## src/sv/oct_pkg.sv

```systemverilog
// Shared types and constants for the octahedral normal encoder.
// No dependencies; every file but oct_if refers to it by scoped names.
package oct_pkg;

	// snorm16 full-scale value
	localparam logic [15:0] SNORM_SCALE = 16'd32767;
	// quotient bits per coordinate (magnitude never exceeds SNORM_SCALE)
	localparam int Q_W = 15;
	// one output half
	localparam int HALF_W = 16;
	localparam int WORD_W = 2 * HALF_W;

	typedef struct packed {
		logic neg_u;
		logic neg_v;
		logic zero;
	} flags_t;

endpackage

```

## src/sv/oct_front.sv

```systemverilog
// Front stage: magnitudes, L1 norm, hemisphere fold and dividend/divisor setup.
// Uses oct_pkg; feeds the first divider cell.
module oct_front #(
	parameter int CW = 16,
	parameter int NW = CW + 17,
	parameter int DW = CW + 2
) (
	input  logic                 clk,
	input  logic                 arst_n,
	input  logic                 up_valid,
	output logic                 up_ready,
	input  logic [CW-1:0]        x,
	input  logic [CW-1:0]        y,
	input  logic [CW-1:0]        z,
	output logic                 dn_valid,
	input  logic                 dn_ready,
	output logic [NW-1:0]        n_u,
	output logic [NW-1:0]        n_v,
	output logic [DW-1:0]        d,
	output oct_pkg::flags_t      flags
);
	localparam int LW = CW + 1;

	logic [CW-1:0]   ax, ay, az;
	logic [LW-1:0]   l1, mu, mv;
	oct_pkg::flags_t fl;
	logic            v_s1;
	logic [LW-1:0]   l1_s1, mu_s1, mv_s1;
	oct_pkg::flags_t fl_s1;

	always_comb begin
		ax = x[CW-1] ? (~x + 1'b1) : x;
		ay = y[CW-1] ? (~y + 1'b1) : y;
		az = z[CW-1] ? (~z + 1'b1) : z;
		l1 = LW'(ax) + LW'(ay) + LW'(az);
		// lower hemisphere folds onto the upper square
		if (z[CW-1]) begin
			mu = l1 - LW'(ay);
			mv = l1 - LW'(ax);
		end else begin
			mu = LW'(ax);
			mv = LW'(ay);
		end
		fl.neg_u = x[CW-1];
		fl.neg_v = y[CW-1];
		fl.zero  = (l1 == '0);
	end

	assign up_ready = !v_s1 || dn_ready;

	always_ff @(posedge clk or negedge arst_n) begin
		if (!arst_n) begin
			v_s1 <= 1'b0;
		end else if (up_ready) begin
			v_s1 <= up_valid;
		end
	end

	always_ff @(posedge clk) begin
		if (up_ready && up_valid) begin
			l1_s1 <= l1;
			mu_s1 <= mu;
			mv_s1 <= mv;
			fl_s1 <= fl;
		end
	end

	// q = floor((2*S*m + L1) / (2*L1))
	assign n_u      = NW'(mu_s1) * NW'({oct_pkg::SNORM_SCALE, 1'b0}) + NW'(l1_s1);
	assign n_v      = NW'(mv_s1) * NW'({oct_pkg::SNORM_SCALE, 1'b0}) + NW'(l1_s1);
	assign d        = {l1_s1, 1'b0};
	assign dn_valid = v_s1;
	assign flags    = fl_s1;

	a_fold_bound: assert property (@(posedge clk) disable iff (!arst_n)
		v_s1 |-> (mu_s1 <= l1_s1) && (mv_s1 <= l1_s1))
		else $error("folded coordinate exceeds L1");
endmodule

```

## config.mk

```make
export PLATFORM = sky130hd
export DESIGN_NAME = oct_front
export DESIGN_NICKNAME = d
export VERILOG_FILES = /design/src/sv/oct_pkg.sv /design/src/sv/oct_front.sv
export SDC_FILE = /design/constraint.sdc
export NUM_CORES = 1
export LEC_CHECK = 0
export ABC_AREA = 1
export BUFFER_PORTS_ARGS = -buffer_cell sky130_fd_sc_hd__buf_2
export CAP_MARGIN = 20
export CELL_PAD_IN_SITES_DETAIL_PLACEMENT = 1
export CELL_PAD_IN_SITES_GLOBAL_PLACEMENT = 2
export CORE_MARGIN = 3
export CORE_UTILIZATION = 40
export DETAILED_ROUTE_END_ITERATION = 8
export PLACE_DENSITY = 0.85
export SKIP_LAST_GASP = 1
export SLEW_MARGIN = 20
export SYNTH_ARGS = -nofsm -noshare
export SYNTH_HDL_FRONTEND = slang
export SYNTH_SLANG_ARGS = --single-unit
```

## constraint.sdc

```tcl
create_clock -name clk -period 12.3 [get_ports clk]
set_input_delay 1.845 -clock clk [delete_from_list [all_inputs] [get_ports clk]]
set_output_delay 1.845 -clock clk [all_outputs]
set_load 0.01 [all_outputs]
```

==> reports/qor.yml <==
fin_crit_sh: 0.737
multiInputGateArea_sq_mm: 0.0155
post-route-min-period_ps: 9070
numPortBuffers: 139
gp_congestion: 0.947
post-dp-hpwl_microns: 62400
fin_tns_setup_ps: 0
cp_data_required_time_ps: 10450
fmax_mhz: 110
end_kind: "primary output"
drcViolationCount: 0
drtIter0Drc: 745
ys.flop_type: "edfxtp_1"
fin_ws_ps: 3230
area_growth_pct: 8.10
grt_pass1_wl_microns: 106000
dr.pass1.iters: 5
synth_edf_count: 54
antenna_left: 0
io_pins: 141
synth.net_count: 3234
cp_max_fo: 6
viasPerCell: 5.05
synth_cell_types: 45
avgSynthCellArea_sq_um: 7.33
synthCells: 2674
wl_per_cell_microns: 19.7
rows: 80
slew_headroom: 0.358
cts_tree: "yes"
synth.top_cells.by_count: "nand2_1, inv_1, fa_1, ha_1, nor2_1"
cts_resized: 0
layout-drive-gt1-share: 0.0836
synth_seq_area_share: 0.0840
yosys.area.top_type_share: 0.260
hp-class: "reg -> reg"
h-tree-depth: 2
synth_top_area_cell: "fa_1"
grt_pass1_vias: 19100
drt-total-wl_microns: 67600
grt_max_degree: 55
fp.coreArea_sq_mm: 0.0480
chipHeight_microns: 227
crit_type: "reg -> out"
worst_path_largest_cell_delay_ps: 670
crit_arrival_ps: 7220
cts_hold_buf: 0
overflow: 0
async_reset_ff_frac: 0.0182
synth_area_leaders: "fa_1, ha_1, nand2_1, inv_1, edfxtp_1"
cts_num_sinks: 55
ys_ff_latch: 55
clk_pin_slew_worst_paths_ps: 70
antenna_found_initial: 0
finalClockSkew_ps: 5.95
yosysWarnings: 0
cp-start-kind: "register"
cap_viol_max_count: 0
cts_buffers: 5
syn_area_sq_mm: 0.0196
nets: 3371
worst_pin_slew_ps: 953
clk_latency_ps: 300
cts_setup_buffers: 0
setup_viol: 0
final-seq-area_sq_mm: 0.00165
cts_root_buf: "clkbuf_16"
routed-via-count: 17300
dieArea_sq_mm: 0.0517
fillers: 6167
rsz0062_at_grt: "false"
synth_most_common_cell: "nand2_1"
crit_slowest_cell: "fa_1"
hold_violations: 0
cts.path.max_buffers: 2
track_usage: 0.268
die_width_microns: 227
status: "completed"
maxSlewViolCount: 0
initial_core_util: 0.408
n_antenna_cell: 0
dp_slack_ps: 3570
path summary, 6_finish.rpt:
check,cells past startpoint,endpoint,slack [ps],start
worst min register to register,2,dn_valid$_DFFE_PN0N_,620,dn_valid$_DFFE_PN0N_
max in group asynchronous,1,dn_valid$_DFFE_PN0N_,10910,arst_n
worst min-delay path,2,dn_valid$_DFFE_PN0N_,620,dn_valid$_DFFE_PN0N_
worst max-delay path,29,n_u[25],3230,mu_s1[8]$_DFFE_PP_
worst max register to register,2,mv_s1[6]$_DFFE_PP_,10740,dn_valid$_DFFE_PN0N_
min in group asynchronous,1,dn_valid$_DFFE_PN0N_,1300,arst_n
stage by stage:
stage	util	std cells	hold slack, ps	area [sq um]
6_report	0.441	3427	615	21200
3_5_place_dp	0.438	3419	609	21100
4_1_cts	0.441	3427	627	21200
3_3_place_gp	0.438	3419	553	21100
5_1_grt	0.441	3427	644	21200
2_1_floorplan	-	2674	609	19600
logic make-up (layout without fill, tap and decap cells):
logic type	count (synthesis)	after routing	share of synthesized area
buffers and inverters	665	803	0.128
AO/OA/AOI/OAI	233	233	0.0643
AND/OR/NAND/NOR	1062	1062	0.234
flip-flops	55	55	0.0840
adder cells (fa/ha/maj)	508	508	0.422
other	1	1	0.000191
XOR/XNOR	150	150	0.0670
routing by layer:
metal	up-vias	global-route usage	share of wire
li1	8505	-	-
met3	52	0.0219	0.035
met5	-	0	0
met2	277	0.472	0.48
met4	0	0.0593	0.022
met1	8471	0.362	0.47
state kept, by name (all words and copies together), names as in the netlist:
| register | cells |
|---|---|
| l1_s1 | 17 |
| mu_s1 | 17 |
| mv_s1 | 17 |
| flags | 3 |
| dn_valid | 1 |
layout by cell type (no fill, tap or decap), types with 2 or more instances in the layout:
| master | n |
|---|---|
| fa_1 | 255 |
| nand3_2 | 4 |
| and2_1 | 14 |
| nor4_1 | 11 |
| clkbuf_16 | 5 |
| nand2_2 | 25 |
| a211oi_1 | 4 |
| buf_4 | 6 |
| a21o_1 | 7 |
| o31ai_1 | 2 |
| inv_2 | 10 |
| xnor2_1 | 50 |
| a21oi_1 | 109 |
| clkinv_1 | 5 |
| and2_4 | 3 |
| nor2_4 | 7 |
| nor2_2 | 18 |
| nor2_1 | 145 |
| o21ai_0 | 78 |
| a21boi_0 | 6 |
| a221oi_1 | 2 |
| nand2_1 | 643 |
| o21bai_1 | 6 |
| o22ai_1 | 5 |
| ha_1 | 253 |
| xor2_1 | 100 |
| nand3_1 | 114 |
| nand3b_1 | 6 |
| nor3_1 | 17 |
| nand4_1 | 38 |
| nor3_2 | 3 |
| a31oi_1 | 8 |
| edfxtp_1 | 54 |
| o21ai_1 | 3 |
| inv_1 | 636 |
| or2_2 | 10 |
| buf_2 | 139 |
critical path, delay by kind of cell, from the launching register on:
family                   cells  cell delay (ps)
AND/OR/NAND/NOR             11             1560
flip-flops                   1              470
XOR/XNOR                     2              320
buffers and inverters        8              550
adder cells (fa/ha/maj)      8             4050
area by class of cell:
class                           count  area share
Clock buffer                        5     0.00590
Sequential cell                    55      0.0777
Tap cell                          615      0.0363
Inverter                          650       0.115
Timing Repair Buffer              145      0.0349
Clock inverter                      3    0.000944
Multi-Input combinational cell   1954       0.729
Power is not shown: default switching activity piles up to over one toggle a cycle in this logic, so the estimate is an artifact.
