File: config.mk
export PLATFORM = sky130hd
export DESIGN_NAME = oct_pack_flat
export DESIGN_NICKNAME = d
export VERILOG_FILES = /design/src/sv/oct_pkg.sv /design/src/sv/oct_if.sv /design/src/sv/oct_pack.sv /design/src/flat_wrapper.sv
export SDC_FILE = /design/constraint.sdc
export NUM_CORES = 1
export LEC_CHECK = 0
export BUFFER_PORTS_ARGS = -buffer_cell sky130_fd_sc_hd__buf_2
export CAP_MARGIN = 40
export CORE_UTILIZATION = 40
export DETAILED_ROUTE_END_ITERATION = 6
export PLACE_DENSITY = 0.75
export SLEW_MARGIN = 20
export SYNTH_ARGS = -nofsm -noshare
export SYNTH_HDL_FRONTEND = slang
export SYNTH_SLANG_ARGS = --single-unit
File: constraint.sdc
create_clock -name clk -period 1.51 [get_ports clk]
set_input_delay 0 -clock clk [delete_from_list [all_inputs] [get_ports clk]]
set_output_delay 0 -clock clk [all_outputs]
set_load 0.02 [all_outputs]
File: src/sv/oct_pkg.sv
// Shared types and constants for the octahedral normal encoder.
// No dependencies; every file but oct_if refers to it by scoped names.
package oct_pkg;

	// snorm16 full-scale value
	localparam logic [15:0] SNORM_SCALE = 16'd32767;
	// quotient bits per coordinate (magnitude never exceeds SNORM_SCALE)
	localparam int Q_W = 15;
	// one output half
	localparam int HALF_W = 16;
	localparam int WORD_W = 2 * HALF_W;

	typedef struct packed {
		logic neg_u;
		logic neg_v;
		logic zero;
	} flags_t;

endpackage

File: src/sv/oct_if.sv


interface oct_out_if;
	logic        valid;
	logic        ready;
	logic [31:0] oct_word;

	modport source (output valid, oct_word, input ready);
	modport sink (input valid, oct_word, output ready);
endinterface

File: src/sv/oct_pack.sv
// Output stage: applies signs, zero-vector override and packs the snorm16 pair.
// Uses oct_pkg and oct_out_if.
module oct_pack (
	input  logic                    clk,
	input  logic                    arst_n,
	input  logic                    up_valid,
	output logic                    up_ready,
	input  logic [oct_pkg::Q_W-1:0] q_u,
	input  logic [oct_pkg::Q_W-1:0] q_v,
	input  oct_pkg::flags_t         flags,
	oct_out_if.source               oct_out
);
	logic [oct_pkg::HALF_W-1:0] h_u, h_v;
	logic                       v_q;
	logic [oct_pkg::WORD_W-1:0] word_q;

	always_comb begin
		h_u = oct_pkg::HALF_W'(q_u);
		h_v = oct_pkg::HALF_W'(q_v);
		if (flags.neg_u) begin
			h_u = ~h_u + 1'b1;
		end
		if (flags.neg_v) begin
			h_v = ~h_v + 1'b1;
		end
		if (flags.zero) begin
			h_u = '0;
			h_v = '0;
		end
	end

	assign up_ready = !v_q || oct_out.ready;

	always_ff @(posedge clk or negedge arst_n) begin
		if (!arst_n) begin
			v_q <= 1'b0;
		end else if (up_ready) begin
			v_q <= up_valid;
		end
	end

	always_ff @(posedge clk) begin
		if (up_ready && up_valid) begin
			word_q <= {h_v, h_u};
		end
	end

	assign oct_out.valid    = v_q;
	assign oct_out.oct_word = word_q;

	// magnitude is at most 32767, so the most negative code never shows up
	a_no_min_code: assert property (@(posedge clk) disable iff (!arst_n)
		v_q |-> (word_q[15:0] != 16'h8000) && (word_q[31:16] != 16'h8000))
		else $error("snorm half out of range");
endmodule

File: src/flat_wrapper.sv
// flat-port wrapper written by rule: the top's interface ports become plain ports
module oct_pack_flat 
  (clk, arst_n, up_valid, up_ready, q_u, q_v, flags, oct_out_valid, oct_out_oct_word, oct_out_ready);
  oct_out_if oct_out_i ();
  input  logic clk;
  input  logic arst_n;
  input  logic up_valid;
  output logic up_ready;
  input  logic [oct_pkg::Q_W-1:0] q_u;
  input  logic [oct_pkg::Q_W-1:0] q_v;
  input  oct_pkg::flags_t flags;
  output wire logic [$bits(oct_out_i.valid)-1:0] oct_out_valid;
  output wire logic [$bits(oct_out_i.oct_word)-1:0] oct_out_oct_word;
  input wire logic [$bits(oct_out_i.ready)-1:0] oct_out_ready;
  assign oct_out_valid = oct_out_i.valid;
  assign oct_out_oct_word = oct_out_i.oct_word;
  assign oct_out_i.ready = oct_out_ready;
  oct_pack u_core (.clk(clk), .arst_n(arst_n), .up_valid(up_valid), .up_ready(up_ready), .q_u(q_u), .q_v(q_v), .flags(flags), .oct_out(oct_out_i));
endmodule
==> summary.txt, run 1 <==
Global routing
  • Layer with the highest usage: met2
  • First-pass GRT wire length: 7100 µm
  • Grt met3 use: 4.65%
  • Pin count of the biggest net entering global routing: 33
  • GR Overflow Total: 0
  • GR Util met1: 22.2%
  • Vias in the first global route: 1602
  • GRT Total Usage: 18.6%
  • GR Layer Usage met2: 31.6%
  • Initial antenna violation count: 0

Finish
  • Antenna diodes: 0
  • Area grow syn2layout: 39.3%
  • Layout cells sized above 1: 45.4%
  • Layout fillers: 387
  • Nets: 298
  • Sequential Area: 986 µm²
  • Area of the multi-input gates: 795 µm²
  • Fin util: 58.3%

Synth
  • Xor/xnor cell area share of the yosys netlist: 11.1%
  • Post-synth design cell area: 0.00182 mm²
  • Compound-Gate Fraction of Synth Area: 11.8%
  • Synth Instances: 160
  • Adder-cell share of the synthesized area: 1.37%
  • Largest family of logic cells by synthesized area: simple AND/OR/NAND/NOR gates
  • Yosys warnings: 0
  • Post-synthesis mux area share: 1.72%
  • Yosys reg bits: 33
  • Synth cell types: 34
  • Register area share after synthesis: 54.1%
  • Synthesized area per cell: 11.4 µm²
  • Syn_nets: 199
  • Post-Synth Simple-Gate Area: 17.5%

Critical path
  • Worst path buffer plus inverter count: 1
  • Critical path arrival: 1.48 ns
  • Req. time, crit path: 1.54 ns
  • Max FO, Critical Path: 4
  • Startpoint types: input pin
  • CP Class: in -> reg
  • Crit-path cells: buf_2 > or4_4 > or3_4 > o21ai_2 > mux2_2
  • Crit path capture type: flip-flop
  • Top delay family on crit path: simple AND/OR/NAND/NOR gates
  • Master of the slowest instance on the critical path: or4_4
  • Worst stage delay on the critical path: 0.56 ns

Clock tree
  • CTS tree: built
  • Clk slew on worst S/H paths: 0.07 ns
  • Clock Sink Count: 33
  • Post_cts resized: 0
  • Longest Clk Path Bufs: 2
  • Post-CTS setup buffers: 0
  • Clock insertion delay at the later pin of the skew report: 0.28 ns
  • Root Buffer: clkbuf_8
  • CTS Buf Count: 5
  • CTS H-Tree Depth: 2

Timing
  • Post-route setup slack: 0.0619 ns
  • Period utilization: 95.9%
  • Period minus WS final: 1.45 ns
  • RSZ-0062 raised after global routing: false
  • Max frequency: 691 MHz
  • # setup viols final: 0
  • Final Hold Viols: 0
  • Clock Skews: 0.00801 ns
  • Hold Slack: 0.0183 ns
  • Final-report max-slew violation count: 0
  • Least-Margin Pin Slew: 0.433 ns
  • Slew Limit Headroom: 70.8%

Routing
  • DRT Wirelength: 4230 µm
  • Avg WL per Cell: 13.6 µm
  • Vias: 1592
  • Via/cell ratio: 5.10
  • Initial drt markers: 86
  • DRT antenna net count: 0
  • DRC Markers: 0
  • DR pass1 iterations: 4

Floorplan
  • Std-Cell Core Area: 0.00435 mm²
  • I/O Pins: 71
  • Starting density of the core: 41.9%
  • Die height: 69.5 µm
  • Die ar.: 0.00483 mm²
  • Die W: 69.5 µm
  • Row Count: 24

Placed design
  • # port buffers: 70
  • GPL Wtd Cong: 0.807
  • Worst slack at placement: -0.245 ns
  • Detailed Place HPWL: 3150 µm

Power
  • Worst vdd ir: 396 µV
  • Power per standard cell area: 909 mW/mm²
  • P_leak: 1.09 nW

Flow run
  • Number of max-cap violations: 0

Hold path
  • Hold crit path type: in -> async

Run status
  • Status: completed
## report_power, final
group	leakage, nW	switching, mW	total [mW]	internal, mW
Sequential	0.325	0.0143	1.10	1.08
Clock	0.0542	0.328	0.740	0.412
Combinational	0.708	0.276	0.473	0.197
Total	1.09	0.618	2.31	1.69
## worst register-to-register path: stages, from the launching register on
cell and delay, ns:
dfrtp_1 0.38, nand2b_1 0.11, and2_4 0.43
## layout make-up
cell class	instances	share of cell area (%)
Clock buffer	7	3.79
Multi-Input combinational cell	115	31.3
Clock inverter	1	0.197
Inverter	5	0.739
Sequential cell	33	38.8
Tap cell	52	2.56
Timing Repair Buffer	99	22.6
## cells in the final DEF, fill, tap and decap left out, types with 3 or more instances in the layout
master	synthesis	routed
o31ai_1	7	7
nor4_1	4	4
inv_1	4	4
nor2_1	31	31
clkbuf_8	0	7
o41ai_1	4	4
or3_1	6	6
buf_2	0	70
buf_4	0	27
o21ai_0	5	5
or2_2	3	3
edfxtp_1	32	32
a21oi_1	3	3
xor2_1	16	16
xnor2_1	7	7
## path summary, 6_finish.rpt
path / slack (ns) / to / start / cells after the start
setup / recovery: 0.06 / u_core.oct_out.oct_word[29]$_SDFFCE_PP0P_ / q_v[9] / 5
hold / removal: 0.02 / u_core.oct_out.valid$_DFFE_PN0N_ / arst_n / 2
setup reg to reg: 0.22 / u_core.oct_out.oct_word[3]$_SDFFCE_PP0P_ / u_core.oct_out.valid$_DFFE_PN0N_ / 2
hold reg to reg: 0.55 / u_core.oct_out.valid$_DFFE_PN0N_ / u_core.oct_out.valid$_DFFE_PN0N_ / 2
max in group asynchronous: 1.41 / u_core.oct_out.valid$_DFFE_PN0N_ / arst_n / 2
min in group clk: 0.03 / u_core.oct_out.valid$_DFFE_PN0N_ / oct_out_ready / 3
## timing repair
action	4_1_cts	5_1_grt
endpoints found under the hold margin	2	0
hold buffers	2	0
endpoints found under the setup margin	0	0
## synth_stat cells
master | number | area share [%]
o31ai_1 | 7 | 2.9
clkbuf_1 | 7 | 1.4
dfrtp_1 | 1 | 1.4
a31oi_1 | 2 | 0.69
inv_1 | 4 | 0.82
o21ai_2 | 1 | 0.48
a21oi_1 | 3 | 0.82
nor4_1 | 4 | 1.4
a21boi_0 | 1 | 0.41
o21ai_0 | 5 | 1.4
and2_1 | 1 | 0.34
a311oi_1 | 1 | 0.48
xnor2_1 | 7 | 3.4
mux2i_1 | 2 | 1.1
nor3_1 | 1 | 0.27
nor2_1 | 31 | 6.4
or3_1 | 6 | 2.1
or2_2 | 3 | 1.0
or4_4 | 2 | 1.2
or4b_4 | 1 | 0.75
nand2b_1 | 2 | 0.69
or3_2 | 1 | 0.41
edfxtp_1 | 32 | 53
xor2_1 | 16 | 7.7
nor3b_1 | 2 | 0.82
o41ai_1 | 4 | 1.9
mux2_2 | 1 | 0.62
nor2b_1 | 2 | 0.69
ha_1 | 2 | 1.4
clkinv_1 | 1 | 0.21
or3_4 | 1 | 0.62
a41oi_1 | 2 | 0.96
o41ai_2 | 2 | 1.8
or4_1 | 2 | 0.82
## sequential cells by signal (all words and copies together) (netlist names)
name / flops
u_core.oct_out.oct_word: 32
u_core.oct_out.valid: 1
## cell families (layout without fill, tap and decap cells)
kind of cell	after synthesis	in the layout
compound gates	28	28
xor+xnor	23	23
fa+ha+maj	2	2
buf+inv	12	112
flops	33	33
mux	3	3
simple gates	59	59
## per-layer routing
metal,up-vias,wire (µm)
met4,0,72
met3,6,205
li1,792,-
met5,-,0
met1,753,1880
met2,41,2080
## per-stage QoR
stage	std cells	TNS, ns	power, mW	instance area (µm²)
2_1_floorplan	160	-0.0794	1.37	1830
3_3_place_gp	302	-1.22	1.57	2420
3_5_place_dp	302	-1.55	1.59	2420
4_1_cts	312	0	2.33	2540
5_1_grt	312	0	2.41	2540
6_report	312	0	2.31	2540
No activity file was read; power rests on OpenSTA's default activity.
==> run 2: changes to the inputs <==
Settings changed: BUFFER_PORTS_ARGS -buffer_cell sky130_fd_sc_hd__buf_2 to default, CORE_MARGIN from default to 2, DONT_BUFFER_PORTS from default to 1, PLACE_DENSITY 0.75 to 0.61.
==> run 2 against run 1 <==
Clock skew shrank 0.00068 ns. Sequential cell count unchanged. Maximum frequency up 7.3%. Combinational power is 35% lower. First-iteration DRC count fell by 13%. Non-clock buffer count down 54. Sequential power up 7%.
==> summary.txt, run 2 (synthesis results as in run 1) <==
Run status
  • Status: completed

Global routing
  • Vias in the first global route: 1455
  • First-pass GRT wire length: 6850 µm
  • Pin count of the biggest net entering global routing: 33
  • GR Overflow Total: 0
  • GRT Total Usage: 17.4%
  • Initial antenna violation count: 0

Clock tree
  • CTS tree: built
  • Longest Clk Path Bufs: 2
  • Clock Sink Count: 33
  • Root Buffer: clkbuf_8
  • Clock insertion delay at the later pin of the skew report: 0.28 ns
  • CTS H-Tree Depth: 2
  • CTS Buf Count: 5
  • Post-CTS setup buffers: 0
  • Clk slew on worst S/H paths: 0.07 ns

Placed design
  • # port buffers: 0
  • Placed cell count: 215
  • GPL Wtd Cong: 0.784
  • Detailed Place HPWL: 2770 µm

Timing
  • Period utilization: 89.3%
  • Least-Margin Pin Slew: 0.549 ns
  • Period minus WS final: 1.35 ns
  • Slew Limit Headroom: 63.4%
  • Sum Neg Setup Slack: 0 ns
  • Final-report max-slew violation count: 0
  • Clock Skews: 0.00733 ns
  • RSZ-0062 raised after global routing: false
  • # setup viols final: 0
  • Final Hold Viols: 0
  • Max frequency: 741 MHz

Flow run
  • Number of max-cap violations: 0

Critical path
  • Top delay family on crit path: simple AND/OR/NAND/NOR gates
  • Master of the slowest instance on the critical path: or4b_4
  • R2r setup slk: 0.26 ns
  • Levels on crit path: 7
  • Reg2Reg Launch Point: u_core.oct_out.valid$_DFFE_PN0N_
  • Startpoint types: input pin
  • Worst R2R Path Depth: 2
  • Worst path buffer plus inverter count: 2
  • CP Class: in -> reg
  • Crit path capture type: flip-flop
  • Max FO, Critical Path: 4
  • Critical path arrival: 1.37 ns
  • R2R Path End: u_core.oct_out.oct_word[13]$_SDFFCE_PP0P_
  • CP endpoint: u_core.oct_out.oct_word[24]$_SDFFCE_PP0P_
  • Worst stage delay on the critical path: 0.49 ns
  • Critical path startpoint: q_v[0]
  • Crit-path cells: inv_1 > ha_1 > or4b_4 > buf_4 > o31ai_1 > xor2_1 > nor2_1
  • Req. time, crit path: 1.53 ns

Finish
  • Layout fillers: 393
  • Area of the multi-input gates: 795 µm²
  • Fin util: 54.0%
  • Antenna diodes: 0
  • Largest register FFs: 32
  • Area grow syn2layout: 29.9%
  • Commonest non-fill, non-tap cells in the layout: dlygate4sd3_1 (34), edfxtp_1 (32), nor2_1 (31), xor2_1 (16), buf_4 (10)
  • Cell Count, Final, Fillers Out: 258
  • Sequential Area: 986 µm²
  • Layout cells sized above 1: 15.0%
  • Commonest non-fill, non-tap cell in the layout: dlygate4sd3_1
  • Nets: 244

Floorplan
  • Starting density of the core: 41.6%
  • Die height: 71.5 µm
  • Die ar.: 0.00511 mm²
  • Die W: 71.5 µm
  • Row Count: 24
  • Std-Cell Core Area: 0.00438 mm²
  • I/O Pins: 71

Power
  • Power per standard cell area: 894 mW/mm²
  • Worst vdd ir: 425 µV
  • P_leak: 0.853 nW

Hold path
  • Hold crit path type: in -> reg

Routing
  • Highest routed layer: met4
  • DRT met1 WL: 1610 µm
  • DR pass1 iterations: 4
  • Avg WL per Cell: 16.7 µm
  • Met3 wire len: 362 µm
  • Vias: 1427
  • DRC Markers: 0
  • Via/cell ratio: 5.53
  • Met2 wire length: 2320 µm
  • DRT antenna net count: 0
  • Initial drt markers: 75
  • DRT Wirelength: 4320 µm
## run 2: cell types whose count changed in the layout (fill, tap and decap cells not counted), sizes merged
cell	delta
clkbuf	-1
clkinv	+1
buf	-86
dlygate4sd3	+32
## run 2: how the worst min path moves through the flow
stage	from	end	slack, ns	cells after the start
6_report	flags[1]	u_core.oct_out.oct_word[31]$_SDFFCE_PP0P_	0.01	1
5_1_grt	flags[1]	u_core.oct_out.oct_word[31]$_SDFFCE_PP0P_	0.003	1
4_1_cts	flags[1]	u_core.oct_out.oct_word[31]$_SDFFCE_PP0P_	0.0009	1
3_5_place_dp	arst_n	u_core.oct_out.valid$_DFFE_PN0N_	-0.30	0
3_3_place_gp	arst_n	u_core.oct_out.valid$_DFFE_PN0N_	-0.30	0
2_1_floorplan	arst_n	u_core.oct_out.valid$_DFFE_PN0N_	-0.30	0
## run 2: cell type report
type,instances,share of cell area (%)
Timing Repair Buffer,45,17.8
Sequential cell,33,41.6
Tap cell,52,2.75
Clock inverter,2,0.423
Multi-Input combinational cell,115,33.6
Clock buffer,6,3.07
Inverter,5,0.793
## run 2: worst register-to-register path, cell delays in order (launching register included)
cell      delay, ns
dfrtp_1        0.37
nand2b_1       0.09
and2_4         0.42
## run 2: metal layers
metal	vias to the layer above	track usage (%)
li1	684	-
met4	0	5.66
met3	2	7.17
met5	-	0
met1	674	18.5
met2	67	31.3
## run 2: stage by stage
stage               total power [mW]  area (µm²)  setup WS (ns)  hold slack, ns
floorplan                       1.37        1830        -0.0588          -0.296
global placement                1.40        1940        -0.0786          -0.296
detailed placement              1.41        1940         -0.107          -0.296
CTS                             2.14        2360         0.0443        0.000933
global route                    2.22        2370         0.0943         0.00261
finish                          2.12        2370          0.161          0.0127
## run 2: where the power goes
group	internal, mW	leakage (nW)	switching (mW)
Clock	0.319	0.0450	0.310
Sequential	1.09	0.325	0.0926
Combinational	0.161	0.483	0.145
Total	1.57	0.853	0.548
## run 2: timing repair
item                                   in CTS  in global routing
hold buffers                               34                  1
endpoints found under the hold margin      34                  1
gates resized for setup                     0                  0
==> run 3: changes to the inputs <==
Settings changed: CAP_MARGIN 40 to 20, CORE_ASPECT_RATIO from default to 1.1, GPL_TIMING_DRIVEN from default to 1.
==> run 3 against run 2 <==
Clock skew is 0.0034 ns lower. Critical path type unchanged. Sequential share of layout area up 0.066 points. Die area is essentially flat. Largest power group unchanged. Highest routed layer unchanged. Routed wire length grew 1.8%. Setup slack got worse by 0.052 ns. Final cell count unchanged.
==> summary.txt, run 3 (synthesis results as in run 1) <==
Timing
  • # setup viols final: 0
  • Hold Slack: 0.00966 ns
  • Period minus WS final: 1.40 ns
  • Sum Neg Setup Slack: 0 ns
  • Final Hold Viols: 0
  • Least-Margin Pin Slew: 0.524 ns
  • Period utilization: 92.8%
  • Slew Limit Headroom: 65.1%
  • Post-route setup slack: 0.108 ns
  • RSZ-0062 raised after global routing: false
  • Final-report max-slew violation count: 0
  • Clock Skews: 0.00391 ns
  • Max frequency: 713 MHz

Routing
  • Initial drt markers: 108
  • DR pass1 iterations: 4
  • Via/cell ratio: 5.56
  • DRC Markers: 0
  • DRT Wirelength: 4390 µm
  • DRT antenna net count: 0
  • Avg WL per Cell: 17.0 µm
  • Vias: 1434

Power
  • P_leak: 0.846 nW
  • Power per standard cell area: 885 mW/mm²
  • Total power: 2.09 mW
  • Worst vdd ir: 340 µV

Placed design
  • Detailed Place HPWL: 2970 µm
  • GPL Wtd Cong: 0.758
  • # port buffers: 0
  • Worst slack at placement: -0.232 ns
  • Post-DP Area: 0.00193 mm²
  • Placed cell count: 216

Finish
  • Layout cells sized above 1: 14.2%
  • Commonest non-fill, non-tap cells in the layout: dlygate4sd3_1 (34), edfxtp_1 (32), nor2_1 (31), xor2_1 (16), buf_4 (9)
  • Post-route cell area: 0.00236 mm²
  • Largest register FFs: 32
  • Nets: 243
  • Antenna diodes: 0
  • Fin util: 54.4%
  • Layout fillers: 394
  • Commonest non-fill, non-tap cell in the layout: dlygate4sd3_1
  • Cell Count, Final, Fillers Out: 258
  • Area grow syn2layout: 29.7%

Clock tree
  • Clock insertion delay at the later pin of the skew report: 0.28 ns
  • Root Buffer: clkbuf_8
  • CTS H-Tree Depth: 2
  • Post-CTS setup buffers: 0
  • Clk slew on worst S/H paths: 0.06 ns
  • Longest Clk Path Bufs: 2
  • CTS tree: built
  • Clock Sink Count: 33
  • CTS Buf Count: 5

Floorplan
  • Starting density of the core: 41.9%
  • I/O Pins: 71
  • Die W: 68.4 µm
  • Row Count: 25
  • Die height: 74.8 µm
  • Die ar.: 0.00511 mm²
  • Std-Cell Core Area: 0.00435 mm²

Global routing
  • Vias in the first global route: 1591
  • First-pass GRT wire length: 7310 µm
  • Initial antenna violation count: 0
  • Pin count of the biggest net entering global routing: 33
  • GRT Total Usage: 19.4%
  • GR Overflow Total: 0

Critical path
  • Crit path capture type: flip-flop
  • Req. time, crit path: 1.52 ns
  • CP Class: in -> reg
  • Startpoint types: input pin
  • Max FO, Critical Path: 5
  • Critical path arrival: 1.41 ns

Flow run
  • Number of max-cap violations: 0

Hold path
  • Hold crit path type: in -> reg

Run status
  • Status: completed
run 3: where the power goes:
| part | total, mW | switching [mW] | internal [mW] |
|---|---|---|---|
| Clock | 0.604 | 0.294 | 0.310 |
| Combinational | 0.307 | 0.146 | 0.161 |
| Sequential | 1.18 | 0.0927 | 1.09 |
| Total | 2.09 | 0.532 | 1.56 |
run 3: worst paths after layout:
kind | slack, ns | to | from | cells after the start
worst min register to register | 0.67 | u_core.oct_out.valid$_DFFE_PN0N_ | u_core.oct_out.valid$_DFFE_PN0N_ | 3
min in group asynchronous | 0.48 | u_core.oct_out.valid$_DFFE_PN0N_ | arst_n | 2
worst min-delay path | 0.01 | u_core.oct_out.oct_word[31]$_SDFFCE_PP0P_ | flags[1] | 1
worst max register to register | 0.29 | u_core.oct_out.oct_word[1]$_SDFFCE_PP0P_ | u_core.oct_out.valid$_DFFE_PN0N_ | 2
max in group asynchronous | 0.93 | u_core.oct_out.valid$_DFFE_PN0N_ | arst_n | 2
worst max-delay path | 0.11 | u_core.oct_out.oct_word[30]$_SDFFCE_PP0P_ | q_v[0] | 6
run 3: layout make-up:
type | count | area, µm² | share of cell area, %
clock buffer | 6 | 72.6 | 3.07
tap | 54 | 67.6 | 2.86
sequential | 33 | 986 | 41.7
clock inverter | 1 | 3.75 | 0.159
multi-input combinational | 115 | 802 | 33.9
timing repair buffer | 44 | 413 | 17.5
inverter | 5 | 18.8 | 0.794
run 3: routing by layer:
layer / track usage (%) / wire, µm
met3: 4.48 / 298
met1: 18.1 / 1470
met5: 0 / 0
met2: 37.1 / 2500
met4: 12.4 / 127
run 3: worst max-delay path, stage by stage:
cell     delay, ns
inv_1         0.06
ha_1          0.18
or4b_4        0.51
o41ai_2       0.42
xor2_1        0.18
nor2_1        0.06
run 3: repair_timing:
| item | CTS | global route |
|---|---|---|
| setup endpoints to repair | 0 | 1 |
| hold buffers | 35 | 0 |
| gates resized for setup | 0 | 1 |
| hold endpoints to repair | 34 | 0 |
