--- src/sv/oct_pkg.sv ---
// Shared types and constants for the octahedral normal encoder.
// No dependencies; every file but oct_if refers to it by scoped names.
package oct_pkg;

	// snorm16 full-scale value
	localparam logic [15:0] SNORM_SCALE = 16'd32767;
	// quotient bits per coordinate (magnitude never exceeds SNORM_SCALE)
	localparam int Q_W = 15;
	// one output half
	localparam int HALF_W = 16;
	localparam int WORD_W = 2 * HALF_W;

	typedef struct packed {
		logic neg_u;
		logic neg_v;
		logic zero;
	} flags_t;

endpackage

--- src/sv/oct_div_cell.sv ---
// One restoring-division cell: settles quotient bit BIT of both coordinates.
// Uses oct_pkg; cells are chained in the top level.
module oct_div_cell #(
	parameter int RW  = 33,
	parameter int DW  = 18,
	parameter int BIT = 14
) (
	input  logic                       clk,
	input  logic                       arst_n,
	input  logic                       up_valid,
	output logic                       up_ready,
	input  logic [RW-1:0]              r_u,
	input  logic [RW-1:0]              r_v,
	input  logic [DW-1:0]              d,
	input  logic [oct_pkg::Q_W-1:0]    q_u,
	input  logic [oct_pkg::Q_W-1:0]    q_v,
	input  oct_pkg::flags_t            flags,
	output logic                       dn_valid,
	input  logic                       dn_ready,
	output logic [RW-1:0]              r_u_o,
	output logic [RW-1:0]              r_v_o,
	output logic [DW-1:0]              d_o,
	output logic [oct_pkg::Q_W-1:0]    q_u_o,
	output logic [oct_pkg::Q_W-1:0]    q_v_o,
	output oct_pkg::flags_t            flags_o
);
	logic [RW-1:0]           dsh, dsh_q;
	logic                    ge_u, ge_v;
	logic [RW-1:0]           r_u_n, r_v_n;
	logic [oct_pkg::Q_W-1:0] q_u_n, q_v_n;
	logic                    v_q;
	logic [RW-1:0]           r_u_q, r_v_q;
	logic [DW-1:0]           d_q;
	logic [oct_pkg::Q_W-1:0] q_u_q, q_v_q;
	oct_pkg::flags_t         flags_q;

	assign dsh = RW'(d) << BIT;

	always_comb begin
		ge_u  = (r_u >= dsh);
		ge_v  = (r_v >= dsh);
		r_u_n = ge_u ? (r_u - dsh) : r_u;
		r_v_n = ge_v ? (r_v - dsh) : r_v;
		q_u_n = q_u;
		q_v_n = q_v;
		q_u_n[BIT] = ge_u;
		q_v_n[BIT] = ge_v;
	end

	assign up_ready = !v_q || dn_ready;

	always_ff @(posedge clk or negedge arst_n) begin
		if (!arst_n) begin
			v_q <= 1'b0;
		end else if (up_ready) begin
			v_q <= up_valid;
		end
	end

	always_ff @(posedge clk) begin
		if (up_ready && up_valid) begin
			r_u_q   <= r_u_n;
			r_v_q   <= r_v_n;
			d_q     <= d;
			q_u_q   <= q_u_n;
			q_v_q   <= q_v_n;
			flags_q <= flags;
		end
	end

	assign dn_valid = v_q;
	assign r_u_o    = r_u_q;
	assign r_v_o    = r_v_q;
	assign d_o      = d_q;
	assign q_u_o    = q_u_q;
	assign q_v_o    = q_v_q;
	assign flags_o  = flags_q;

	assign dsh_q = RW'(d_q) << BIT;

	// remainder must end below the divisor weight of this bit
	a_rem_u: assert property (@(posedge clk) disable iff (!arst_n)
		(v_q && !flags_q.zero) |-> (r_u_q < dsh_q))
		else $error("u remainder out of range");
	a_rem_v: assert property (@(posedge clk) disable iff (!arst_n)
		(v_q && !flags_q.zero) |-> (r_v_q < dsh_q))
		else $error("v remainder out of range");
endmodule

--- config.mk ---
export PLATFORM = sky130hd
export DESIGN_NAME = oct_div_cell
export DESIGN_NICKNAME = d
export VERILOG_FILES = /design/src/sv/oct_pkg.sv /design/src/sv/oct_div_cell.sv
export SDC_FILE = /design/constraint.sdc
export NUM_CORES = 1
export LEC_CHECK = 0
export ABC_AREA = 1
export BUFFER_PORTS_ARGS = -buffer_cell sky130_fd_sc_hd__buf_2
export CORE_UTILIZATION = 35
export DETAILED_ROUTE_END_ITERATION = 6
export GPL_ROUTABILITY_DRIVEN = 1
export GPL_TIMING_DRIVEN = 1
export MAX_ROUTING_LAYER = met4
export PLACE_DENSITY = 0.69
export SLEW_MARGIN = 20
export SYNTH_ARGS = -nofsm -noshare
export SYNTH_HDL_FRONTEND = slang
export SYNTH_SLANG_ARGS = --single-unit
--- constraint.sdc ---
create_clock -name clk -period 7.85 [get_ports clk]
set_clock_uncertainty 0.2 [all_clocks]
set_input_delay 0.785 -clock clk [delete_from_list [all_inputs] [get_ports clk]]
set_output_delay 0.785 -clock clk [all_outputs]
set_load 0.02 [all_outputs]
==> metrics.yaml, run 1 <==
synth:
  synthArstFlopShare: 0.00847
  post_synth_fa_ha_maj_area_fraction: 0.0744
  syn_avg_cell_area_um2: 9.05
  syn_nets: 887
  ys_seq_elements: 118
  syn_area_mm2: 0.00659
  synth_top_family_by_area: "simple AND/OR/NAND/NOR gates"
  synth_ff_type: "edfxtp_1"
  synth.distinct_cells: 29
  syn_inst: 728
  synth_edf_count: 117
  synthSimpleGateAreaFrac: 0.260
  synth.area.mux_share: 0
  yosys_warnings: 0
  synth-compound-area-share: 0.0349
  synthXorXnorAreaFrac: 0.0266
  synth-seq-area-share: 0.537
clock_tree:
  clk_latency_ns: 0.42
  cts_root_buf: "clkbuf_16"
  clk_pin_slew_ns: 0.06
  cts_buffers: 17
  htreeDepth: 4
  cts.sinks: 118
  post-cts-setup-buffer-count: 0
  cts_buffer_depth: 2
  cts_tree: "yes"
run:
  drv_cap: 0
sta:
  finalCritPeriodShare: 0.360
  min_period_ns: 2.82
  slew_headroom: 0.308
  tightest_slew_ns: 1.04
  fin_setup_tns_ns: 0
  finalSetupViolCount: 0
  hold_violations: 0
  max_freq_mhz: 354
  rsz0062_at_grt: "false"
  drv_slew: 0
routing:
  wl_per_cell_um: 14.7
  vias: 5661
  via_per_inst: 4.62
  routed_wirelength_um: 18100
  drt_iter0_markers: 315
  drtAntennaViolNets: 0
  route.detailed.drc: 24
  dr.pass1.iters: 7
setup_path:
  arrival_ns: 2.80
  cp-end-kind: "flop"
  max_stage_delay_ns: 0.37
  crit_type: "input pin to flop"
  cp_cell_sequence: "buf_2 -> inv_1 -> ha_1 -> nand2_1 -> nor2_1 -> nand4_1 -> nor2_1 -> nor2_1 -> nand2_2 -> inv_4 -> nand2_1 -> nand2_1"
  worst-path-buf-inv: 3
  cp_top_family: "simple AND/OR/NAND/NOR gates"
  cp_data_required_time_ns: 7.82
  path_depth: 12
  critical_path.slowest_cell: "nand2_2"
  start_kind: "input pin"
  cp_max_fo: 22
  reg2reg_depth: 3
run_status:
  violations: "DRC"
  status: "finished with violations"
global_routing:
  overflow: 0
  grt_pass1_wl_um: 28100
  first_global_vias: 5407
  top_usage_layer: "met2"
  antenna_found_initial: 2
  use_met2: 0.306
  use_met3: 0.0465
  grt.total_usage: 0.197
  grt_start_max_net_pins: 81
  met1_usage: 0.255
placed_design:
  gp_congestion: 0.877
  io_buffers: 237
  dp_cells: 1190
  dp_hpwl_um: 14100
power:
  p_leak_nw: 4.27
  peakVddDrop_mv: 0.153
  powerDensity_mw_per_mm2: 224
  total_power_mw: 1.93
finish:
  nNetsFinal: 1140
  drive_gt1_frac: 0.297
  syn2layout_area_growth_pct: 30.7
  final_cells: 1225
  utilization: 0.473
floorplanning:
  core_area_mm2: 0.0182
  start_util: 0.362
  die_area_mm2: 0.0194
  die-height_um: 139
  io_pins: 240
  die_x_um: 139
  num_rows: 49
min_path:
  hold_depth: 1
  hold_class: "input pin to flop"
logic make-up (layout without fill, tap and decap cells):
kind of cell | count (synthesis) | count (layout)
flops | 118 | 118
buf+inv | 104 | 370
fa+ha+maj | 38 | 38
simple gates | 407 | 407
xor+xnor | 20 | 20
compound gates | 41 | 41
other cells | 0 | 2
area by class of cell:
type,count,area (µm²)
multi-input combinational,506,2620
clock buffer,18,429
tap,229,287
timing repair buffer,240,1210
antenna,2,5.00
clock inverter,14,154
inverter,98,373
fill,1760,9590
sequential,118,3540
cell usage after synthesis, types with 3 or more instances:
library cell | instances | area [µm²]
buf_6 | 5 | 56.3
nor2_1 | 49 | 184
nand2_2 | 7 | 43.8
nand3b_1 | 8 | 60.1
inv_1 | 93 | 349
nor3_1 | 3 | 15.0
nor2_2 | 4 | 25.0
o21bai_1 | 4 | 30.0
xor2_1 | 18 | 158
nand3_2 | 4 | 40.0
edfxtp_1 | 117 | 3510
o21ai_0 | 6 | 30.0
nand3_1 | 50 | 250
a21oi_1 | 29 | 145
ha_1 | 36 | 450
nand4_1 | 4 | 25.0
inv_2 | 3 | 11.3
nand2_1 | 271 | 1020
per-stage QoR:
stage	cell area [µm²]	hold slack, ns	worst slack, ns
6_report	8620	0.336	5.03
5_1_grt	8620	0.313	4.81
4_1_cts	8610	0.317	5.06
3_5_place_dp	8020	0.360	4.59
3_3_place_gp	8020	0.360	4.64
2_1_floorplan	6590	0.289	0.553
registers in the layout, summed over array words and instances (netlist names):
name      count
r_u_o        33
r_v_o        33
d_o          18
q_u_o        15
q_v_o        15
flags_o       3
dn_valid      1
routing by layer:
| metal | vias up | share of wire |
|---|---|---|
| li1 | 2900 | - |
| met1 | 2538 | 0.45 |
| met2 | 203 | 0.46 |
| met3 | 20 | 0.070 |
| met4 | 0 | 0.014 |
| met5 | - | 0 |
worst reg2reg max path, cell delays in order (launching register included):
cell	delay (ns)
dfrtp_1	0.43
a21oi_4	0.19
buf_4	0.41
buf_4	0.92
path summary, 6_finish.rpt:
kind | start | endpoint | slack [ns]
max | d[5] | r_u_o[23]$_DFFE_PP_ | 5.03
min | q_v[9] | q_v_o[9]$_DFFE_PP_ | 0.34
max reg2reg | dn_valid$_DFFE_PN0N_ | r_u_o[7]$_DFFE_PP_ | 5.29
min reg2reg | dn_valid$_DFFE_PN0N_ | dn_valid$_DFFE_PN0N_ | 0.41
max in group asynchronous | arst_n | dn_valid$_DFFE_PN0N_ | 6.90
min in group asynchronous | arst_n | dn_valid$_DFFE_PN0N_ | 0.47
placed cells by master, fill, tap and decap left out, types with 3 or more instances in the layout:
master,n
ha_1,36
clkinv_4,4
nor2_2,4
nand4_1,4
o21bai_1,4
buf_2,237
xor2_1,18
o21ai_0,6
nand2_1,271
clkbuf_16,17
edfxtp_1,117
inv_2,3
nand3_2,4
a21oi_1,28
clkinv_2,3
nand3_1,50
nand2_2,7
nand3b_1,8
inv_1,93
nor3_1,3
nor2_1,49
power by group:
| group | total [mW] | switching (mW) | internal (mW) |
|---|---|---|---|
| combinational | 0.393 | 0.260 | 0.133 |
| clock | 0.775 | 0.305 | 0.470 |
| sequential | 0.764 | 0.00982 | 0.754 |
| total | 1.93 | 0.575 | 1.36 |
repair_timing:
action                                 4_1_cts  5_1_grt
hold buffers                                 1        0
endpoints found under the hold margin        1        0
gates resized for setup                      0        0
Note: power is estimated with default switching activity, not from simulation.
==> run 2, diff against run 1 <==
Settings changed: ABC_AREA 1 to 0, PLACE_DENSITY 0.69 to 0.7.
Clock period 7.85 ns to 2.95 ns, I/O delays scaled along.
==> metrics.yaml, run 2 <==
run_status:
  status: "complete, no violations"
synth:
  synthArstFlopShare: 0.00847  # unchanged
  yosys_warnings: 0  # unchanged
  syn_nets: 645  # -27%
  synth.most_common_cell: "edfxtp_1"
  synth-seq-area-share: 0.578  # +0.0408
  synth.distinct_cells: 61  # +110%
  syn_inst: 486  # -33%
  synth_ff_type: "edfxtp_1"
  ys_seq_elements: 118  # unchanged
  syn_area_mm2: 0.00612  # -7.1%
  synth_edf_count: 117  # unchanged
  synth_top_area_share: 0.574  # +0.0405
  synth_area_leaders: "edfxtp_1 57%, ha_1 7.4%, a21oi_1 2.7%, o21ai_0 2.1%, mux2_2 2.0%"
  yosys.area.top_type: "edfxtp_1"
  synth_commonest_cells: "117 x edfxtp_1, 36 x ha_1, 33 x a21oi_1"
  syn_avg_cell_area_um2: 12.6  # +39%
setup_path:
  start_kind: "input pin"
  worst-path-buf-inv: 3  # unchanged
  arrival_ns: 2.83  # +0.03 ns
  crit_start: "r_v[24]"
  path_depth: 10  # -2
  cp_top_family: "buffers and inverters"
  endpoint: "r_v_o[27]$_DFFE_PP_"
  critical_path.slowest_cell: "dlygate4sd3_1"
  cp_cell_sequence: "dlygate4sd3_1 -> buf_2 -> ha_1 -> nand4_1 -> nor2_1 -> nand4b_1 -> buf_4 -> a31o_2 -> and3_1 -> a41o_1"
  cp_max_fo: 5  # -77%
  rr_endpoint: "q_v_o[10]$_DFFE_PP_"
  max_stage_delay_ns: 0.54  # +0.17 ns
  r2r_start: "dn_valid$_DFFE_PN0N_"
  cp_data_required_time_ns: 2.92  # -4.90 ns
  r2r_setup_slack_ns: 1.24  # -4.05 ns
  reg2reg_depth: 3  # unchanged
  cp-end-kind: "flop"
  crit_type: "input pin to flop"
placed_design:
  gp_congestion: 0.888  # +1.3%
  io_buffers: 237  # unchanged
  dp_cells: 1018  # -14%
  dp_hpwl_um: 14600  # +3.4%
  place_area_mm2: 0.00815  # +1.7%
power:
  powerDensity_mw_per_mm2: 556  # +150%
  peakVddDrop_mv: 0.370  # +140%
  p_leak_nw: 4.25  # -0.52%
  total_power_mw: 5.38  # +180%
sta:
  tightest_slew_ns: 0.606  # -0.432 ns
  finalSetupViolCount: 0  # unchanged
  fin_setup_tns_ns: 0  # unchanged
  hold_violations: 0  # unchanged
  drv_slew: 0  # unchanged
  rsz0062_at_grt: "false"
  min_period_ns: 2.86
  finalCritPeriodShare: 0.971
  slew_headroom: 0.586  # +0.277
  max_freq_mhz: 349
global_routing:
  first_global_vias: 5720  # +5.8%
  overflow: 0  # unchanged
  antenna_found_initial: 2  # unchanged
  grt_start_max_net_pins: 69  # -15%
  grt_pass1_wl_um: 30100  # +7.0%
  grt.total_usage: 0.228  # +0.0312
finish:
  final_common_cell: "buf_2"
  syn2layout_area_growth_pct: 58.0
  utilization: 0.563  # +0.0903
  final_cells: 1141  # -6.9%
  stdcell_area_mm2: 0.00968  # +12%
  most-common-layout-cells: "237 x buf_2, 117 x edfxtp_1, 88 x dlygate4sd3_1, 76 x buf_4, 35 x ha_1"
  drive_gt1_frac: 0.416  # +0.119
  nNetsFinal: 1060  # -7.0%
floorplanning:
  io_pins: 240  # unchanged
  die-height_um: 134  # -3.5%
  die_x_um: 134  # -3.5%
  die_area_mm2: 0.0180  # -7.0%
  start_util: 0.357  # -0.00535
  core_area_mm2: 0.0172  # -5.7%
  num_rows: 48  # -2.0%
clock_tree:
  clk_latency_ns: 0.41  # about the same
  cts_buffers: 17  # unchanged
  cts_buffer_depth: 2  # unchanged
  cts_tree: "yes"
  cts.sinks: 118  # unchanged
  htreeDepth: 4  # unchanged
  cts_root_buf: "clkbuf_16"
  clk_pin_slew_ns: 0.06  # about the same
routing:
  vias: 5703  # +0.74%
  route.detailed.drc: 0  # -100%
  via_per_inst: 5.00  # +8.2%
  drtAntennaViolNets: 0  # unchanged
  drt_iter0_markers: 300  # -4.8%
  dr.pass1.iters: 4  # -3
  wl_per_cell_um: 17.6  # +19%
  routed_wirelength_um: 20000  # +11%
min_path:
  hold_depth: 2  # +1
  hold_class: "input pin to flop"
run:
  drv_cap: 0  # unchanged
[run 2: changes by cell type after synthesis, moves of 15 or more]
cell     delta
inv_1      -66
nand3_1    -34
nor2_1     -26
o21ai_0    +20
nand2_1   -252
a21o_1     +15
nor3_1     +18
[run 2: logic make-up (layout without fill, tap and decap cells)]
logic type / after synthesis / count (layout) / share of synthesized area
AOI/OAI and AO/OA: 134 / 134 / 0.153
and+or+nand+nor: 124 / 124 / 0.106
DFF: 118 / 118 / 0.578
adders and majority gates: 38 / 38 / 0.0801
buffers and inverters: 36 / 464 / 0.0255
xor gates and xnor gates: 21 / 21 / 0.0300
muxes: 15 / 15 / 0.0274
other: 0 / 2 / 0
[run 2: worst min path at each step]
stage,to,start
after floorplan,dn_valid$_DFFE_PN0N_,arst_n
after global placement,dn_valid$_DFFE_PN0N_,arst_n
after detailed placement,dn_valid$_DFFE_PN0N_,arst_n
after CTS,r_v_o[22]$_DFFE_PP_,r_v[22]
after global routing,d_o[1]$_DFFE_PP_,d[1]
final,r_v_o[22]$_DFFE_PP_,r_v[22]
[run 2: layout make-up]
type | instances | area [µm²]
clock inverter | 14 | 166
antenna | 2 | 5.00
sequential | 118 | 3540
tap | 225 | 282
fill | 1492 | 7500
clock buffer | 18 | 429
timing repair buffer | 403 | 2680
inverter | 29 | 111
multi-input combinational | 332 | 2470
[run 2: timing repair]
item                                    CTS  global route
resized for setup                         0             6
hold buffers                             88             0
hold endpoints to repair                 86             0
setup buffers                             0             1
endpoints found under the setup margin    0            20
[run 2: worst reg2reg max path: stages (launching register included)]
cell and delay [ns]:
dfrtp_1 0.38, nand2b_1 0.11, and2_4 0.29, buf_12 0.35
[run 2: metal layers]
metal,routed length [µm],GRT usage,up-vias
met2,9630,0.374,259
met3,1250,0.0454,28
met5,0,-,-
met4,425,0.0705,0
met1,8740,0.285,2657
li1,-,-,2759
[run 2: power by group]
group	internal [mW]	switching [mW]	leakage, nW
Sequential	2.01	0.0316	1.12
Clock	1.27	0.832	0.288
Combinational	0.563	0.678	2.84
Total	3.84	1.54	4.25
[run 2: metrics by stage]
| step | worst slack [ns] | hold WS (ns) |
|---|---|---|
| after floorplan | 0.0871 | -0.201 |
| after global placement | -0.172 | -0.130 |
| after detailed placement | -0.222 | -0.130 |
| after CTS | 0.0181 | 0.00209 |
| after global routing | 0.00980 | 0.0117 |
| final | 0.0870 | 0.0118 |
==> run 3, diff against run 2 <==
Settings changed: BUFFER_PORTS_ARGS -buffer_cell sky130_fd_sc_hd__buf_2 to -buffer_cell sky130_fd_sc_hd__clkbuf_2, CORE_UTILIZATION 35 to 49, PLACE_DENSITY 0.7 to 0.89.
==> metrics.yaml, run 3 (synthesized netlist as in run 2, its figures left out) <==
finish:
  syn2layout_area_growth_pct: 52.7
  regArea_mm2: 0.00354  # unchanged
  multi_input_area_mm2: 0.00247  # +0.25%
  utilization: 0.772  # +0.209
  diodes: 0  # -2
  final_common_cell: "clkbuf_2"
  final_cells: 1052  # -7.8%
  nNetsFinal: 1030  # -2.8%
  drive_gt1_frac: 0.407  # -0.00852
  most-common-layout-cells: "237 x clkbuf_2, 117 x edfxtp_1, 79 x dlygate4sd3_1, 55 x buf_4, 35 x ha_1"
  fill_cells: 782  # -48%
global_routing:
  first_global_vias: 5927  # +3.6%
  overflow: 0  # unchanged
  antenna_found_initial: 0  # -2
  grt_start_max_net_pins: 118  # +71%
  grt.total_usage: 0.333  # +0.104
  grt_pass1_wl_um: 31300  # +3.9%
min_path:
  hold_depth: 2  # unchanged
  hold_path.startpoint: "r_u[24]"
  hold_class: "input pin to flop"
placed_design:
  dp_hpwl_um: 14300  # -2.2%
  place_ws_ns: -0.153  # +0.0687 ns
  io_buffers: 237  # unchanged
  dp_cells: 940  # -7.7%
  gp_congestion: 0.949  # +6.9%
setup_path:
  worst-path-buf-inv: 3  # unchanged
  crit_start: "r_u[5]"
  crit_type: "input pin to flop"
  arrival_ns: 2.83  # about the same
  reg2reg_depth: 3  # unchanged
  cp-end-kind: "flop"
  max_stage_delay_ns: 0.53  # about the same
  cp_data_required_time_ns: 2.91  # about the same
  path_depth: 9  # -1
  cp_top_family: "simple AND/OR/NAND/NOR gates"
  cp_cell_sequence: "dlygate4sd3_1 -> clkbuf_2 -> nor4b_1 -> nand3_1 -> or4_1 -> o211a_2 -> and2_4 -> clkinv_2 -> mux2_2"
  r2r_setup_slack_ns: 1.15  # -0.09 ns
  critical_path.slowest_cell: "dlygate4sd3_1"
  cp_max_fo: 8  # +3
  start_kind: "input pin"
  r2r_start: "dn_valid$_DFFE_PN0N_"
clock_tree:
  htreeDepth: 4  # unchanged
  cts_root_buf: "clkbuf_16"
  cts_buffers: 17  # unchanged
  cts_buffer_depth: 2  # unchanged
  cts.sinks: 118  # unchanged
  clk_pin_slew_ns: 0.06  # about the same
  clk_latency_ns: 0.41  # about the same
  cts_tree: "yes"
  post-cts-setup-buffer-count: 0  # unchanged
routing:
  drtAntennaViolNets: 0  # unchanged
  dr.pass1.iters: 5  # +1
  drt_iter0_markers: 465  # +55%
  wl_per_cell_um: 20.1  # +14%
  vias: 5898  # +3.4%
  route.detailed.drc: 0  # unchanged
  via_per_inst: 5.61  # +12%
  routed_wirelength_um: 21100  # +5.2%
sta:
  finalCritPeriodShare: 0.973  # +0.00266
  tightest_slew_ns: 0.659  # +0.0531 ns
  fin_setup_tns_ns: 0  # unchanged
  slew_headroom: 0.557  # -0.0283
  min_period_ns: 2.87  # +0.00785 ns
  finalSetupViolCount: 0  # unchanged
  hold_violations: 0  # unchanged
  setup_ws_ns: 0.0791  # -0.00785 ns
  max_freq_mhz: 348  # -0.27%
  drv_slew: 0  # unchanged
  rsz0062_at_grt: "true"
run_status:
  status: "complete, no violations"
floorplanning:
  core_area_mm2: 0.0121  # -29%
  io_pins: 240  # unchanged
  die_area_mm2: 0.0130  # -28%
  die_x_um: 114  # -15%
  num_rows: 40  # -17%
  die-height_um: 114  # -15%
  start_util: 0.506  # +0.149
power:
  powerDensity_mw_per_mm2: 573  # +3.0%
  p_leak_nw: 4.17  # -2.0%
  total_power_mw: 5.36  # -0.45%
  peakVddDrop_mv: 0.382  # +3.3%
run:
  drv_cap: 0  # unchanged
## run 3: changes by cell type in the layout (fill, tap and decap cells not counted), sizes merged
cell / delta
dlygate4sd3: -9
inv: -3
diode: -2
clkinv: -2
clkinvlp: +5
clkbuf: +238
buf: -259
## run 3: power breakdown
part / total [mW] / internal [mW] / switching (mW) / leakage, nW
clock network: 2.09 / 1.29 / 0.793 / 0.278
registers: 2.05 / 2.01 / 0.0419 / 1.12
logic: 1.22 / 0.526 / 0.692 / 2.76
## run 3: worst register-to-register path, delay by kind of cell, from the launching register on
| family | cells | cell delay, ns |
|---|---|---|
| buf+inv | 1 | 0.46 |
| flops | 1 | 0.38 |
| simple gates | 2 | 0.33 |
## run 3: worst paths after layout
kind | to
worst max-delay path | r_u_o[22]$_DFFE_PP_
worst min-delay path | r_u_o[24]$_DFFE_PP_
worst max register to register | r_u_o[29]$_DFFE_PP_
max in group asynchronous | dn_valid$_DFFE_PN0N_
min in group asynchronous | dn_valid$_DFFE_PN0N_
worst min register to register | dn_valid$_DFFE_PN0N_
## run 3: area by class of cell
cell class | instances | share of cell area
inverter | 29 | 0.0120
multi-input combinational | 332 | 0.265
tap | 168 | 0.0225
clock buffer | 19 | 0.0484
clock inverter | 13 | 0.0157
sequential | 118 | 0.378
timing repair inverter | 1 | 0.000803
timing repair buffer | 372 | 0.258
## run 3: stage by stage
stage / cell area (µm²) / hold slack [ns]
2_1_floorplan: 6130 / -0.201
3_3_place_gp: 7910 / -0.129
3_5_place_dp: 7910 / -0.127
4_1_cts: 9300 / 0.0000288
5_1_grt: 9350 / 0.0101
6_report: 9350 / 0.0126
## run 3: routing by layer
metal  GRT usage  share of wire  up-vias
li1            -              -     2690
met1       0.364           0.38     2819
met2       0.572           0.51      312
met3      0.0643          0.069       77
met4       0.184          0.046        0
met5           -              0        -
## run 3: timing repair
action | in CTS | in global routing
hold buffers | 79 | 0
gates resized for setup | 0 | 9
endpoints found under the setup margin | 0 | 17
hold endpoints to repair | 78 | 0
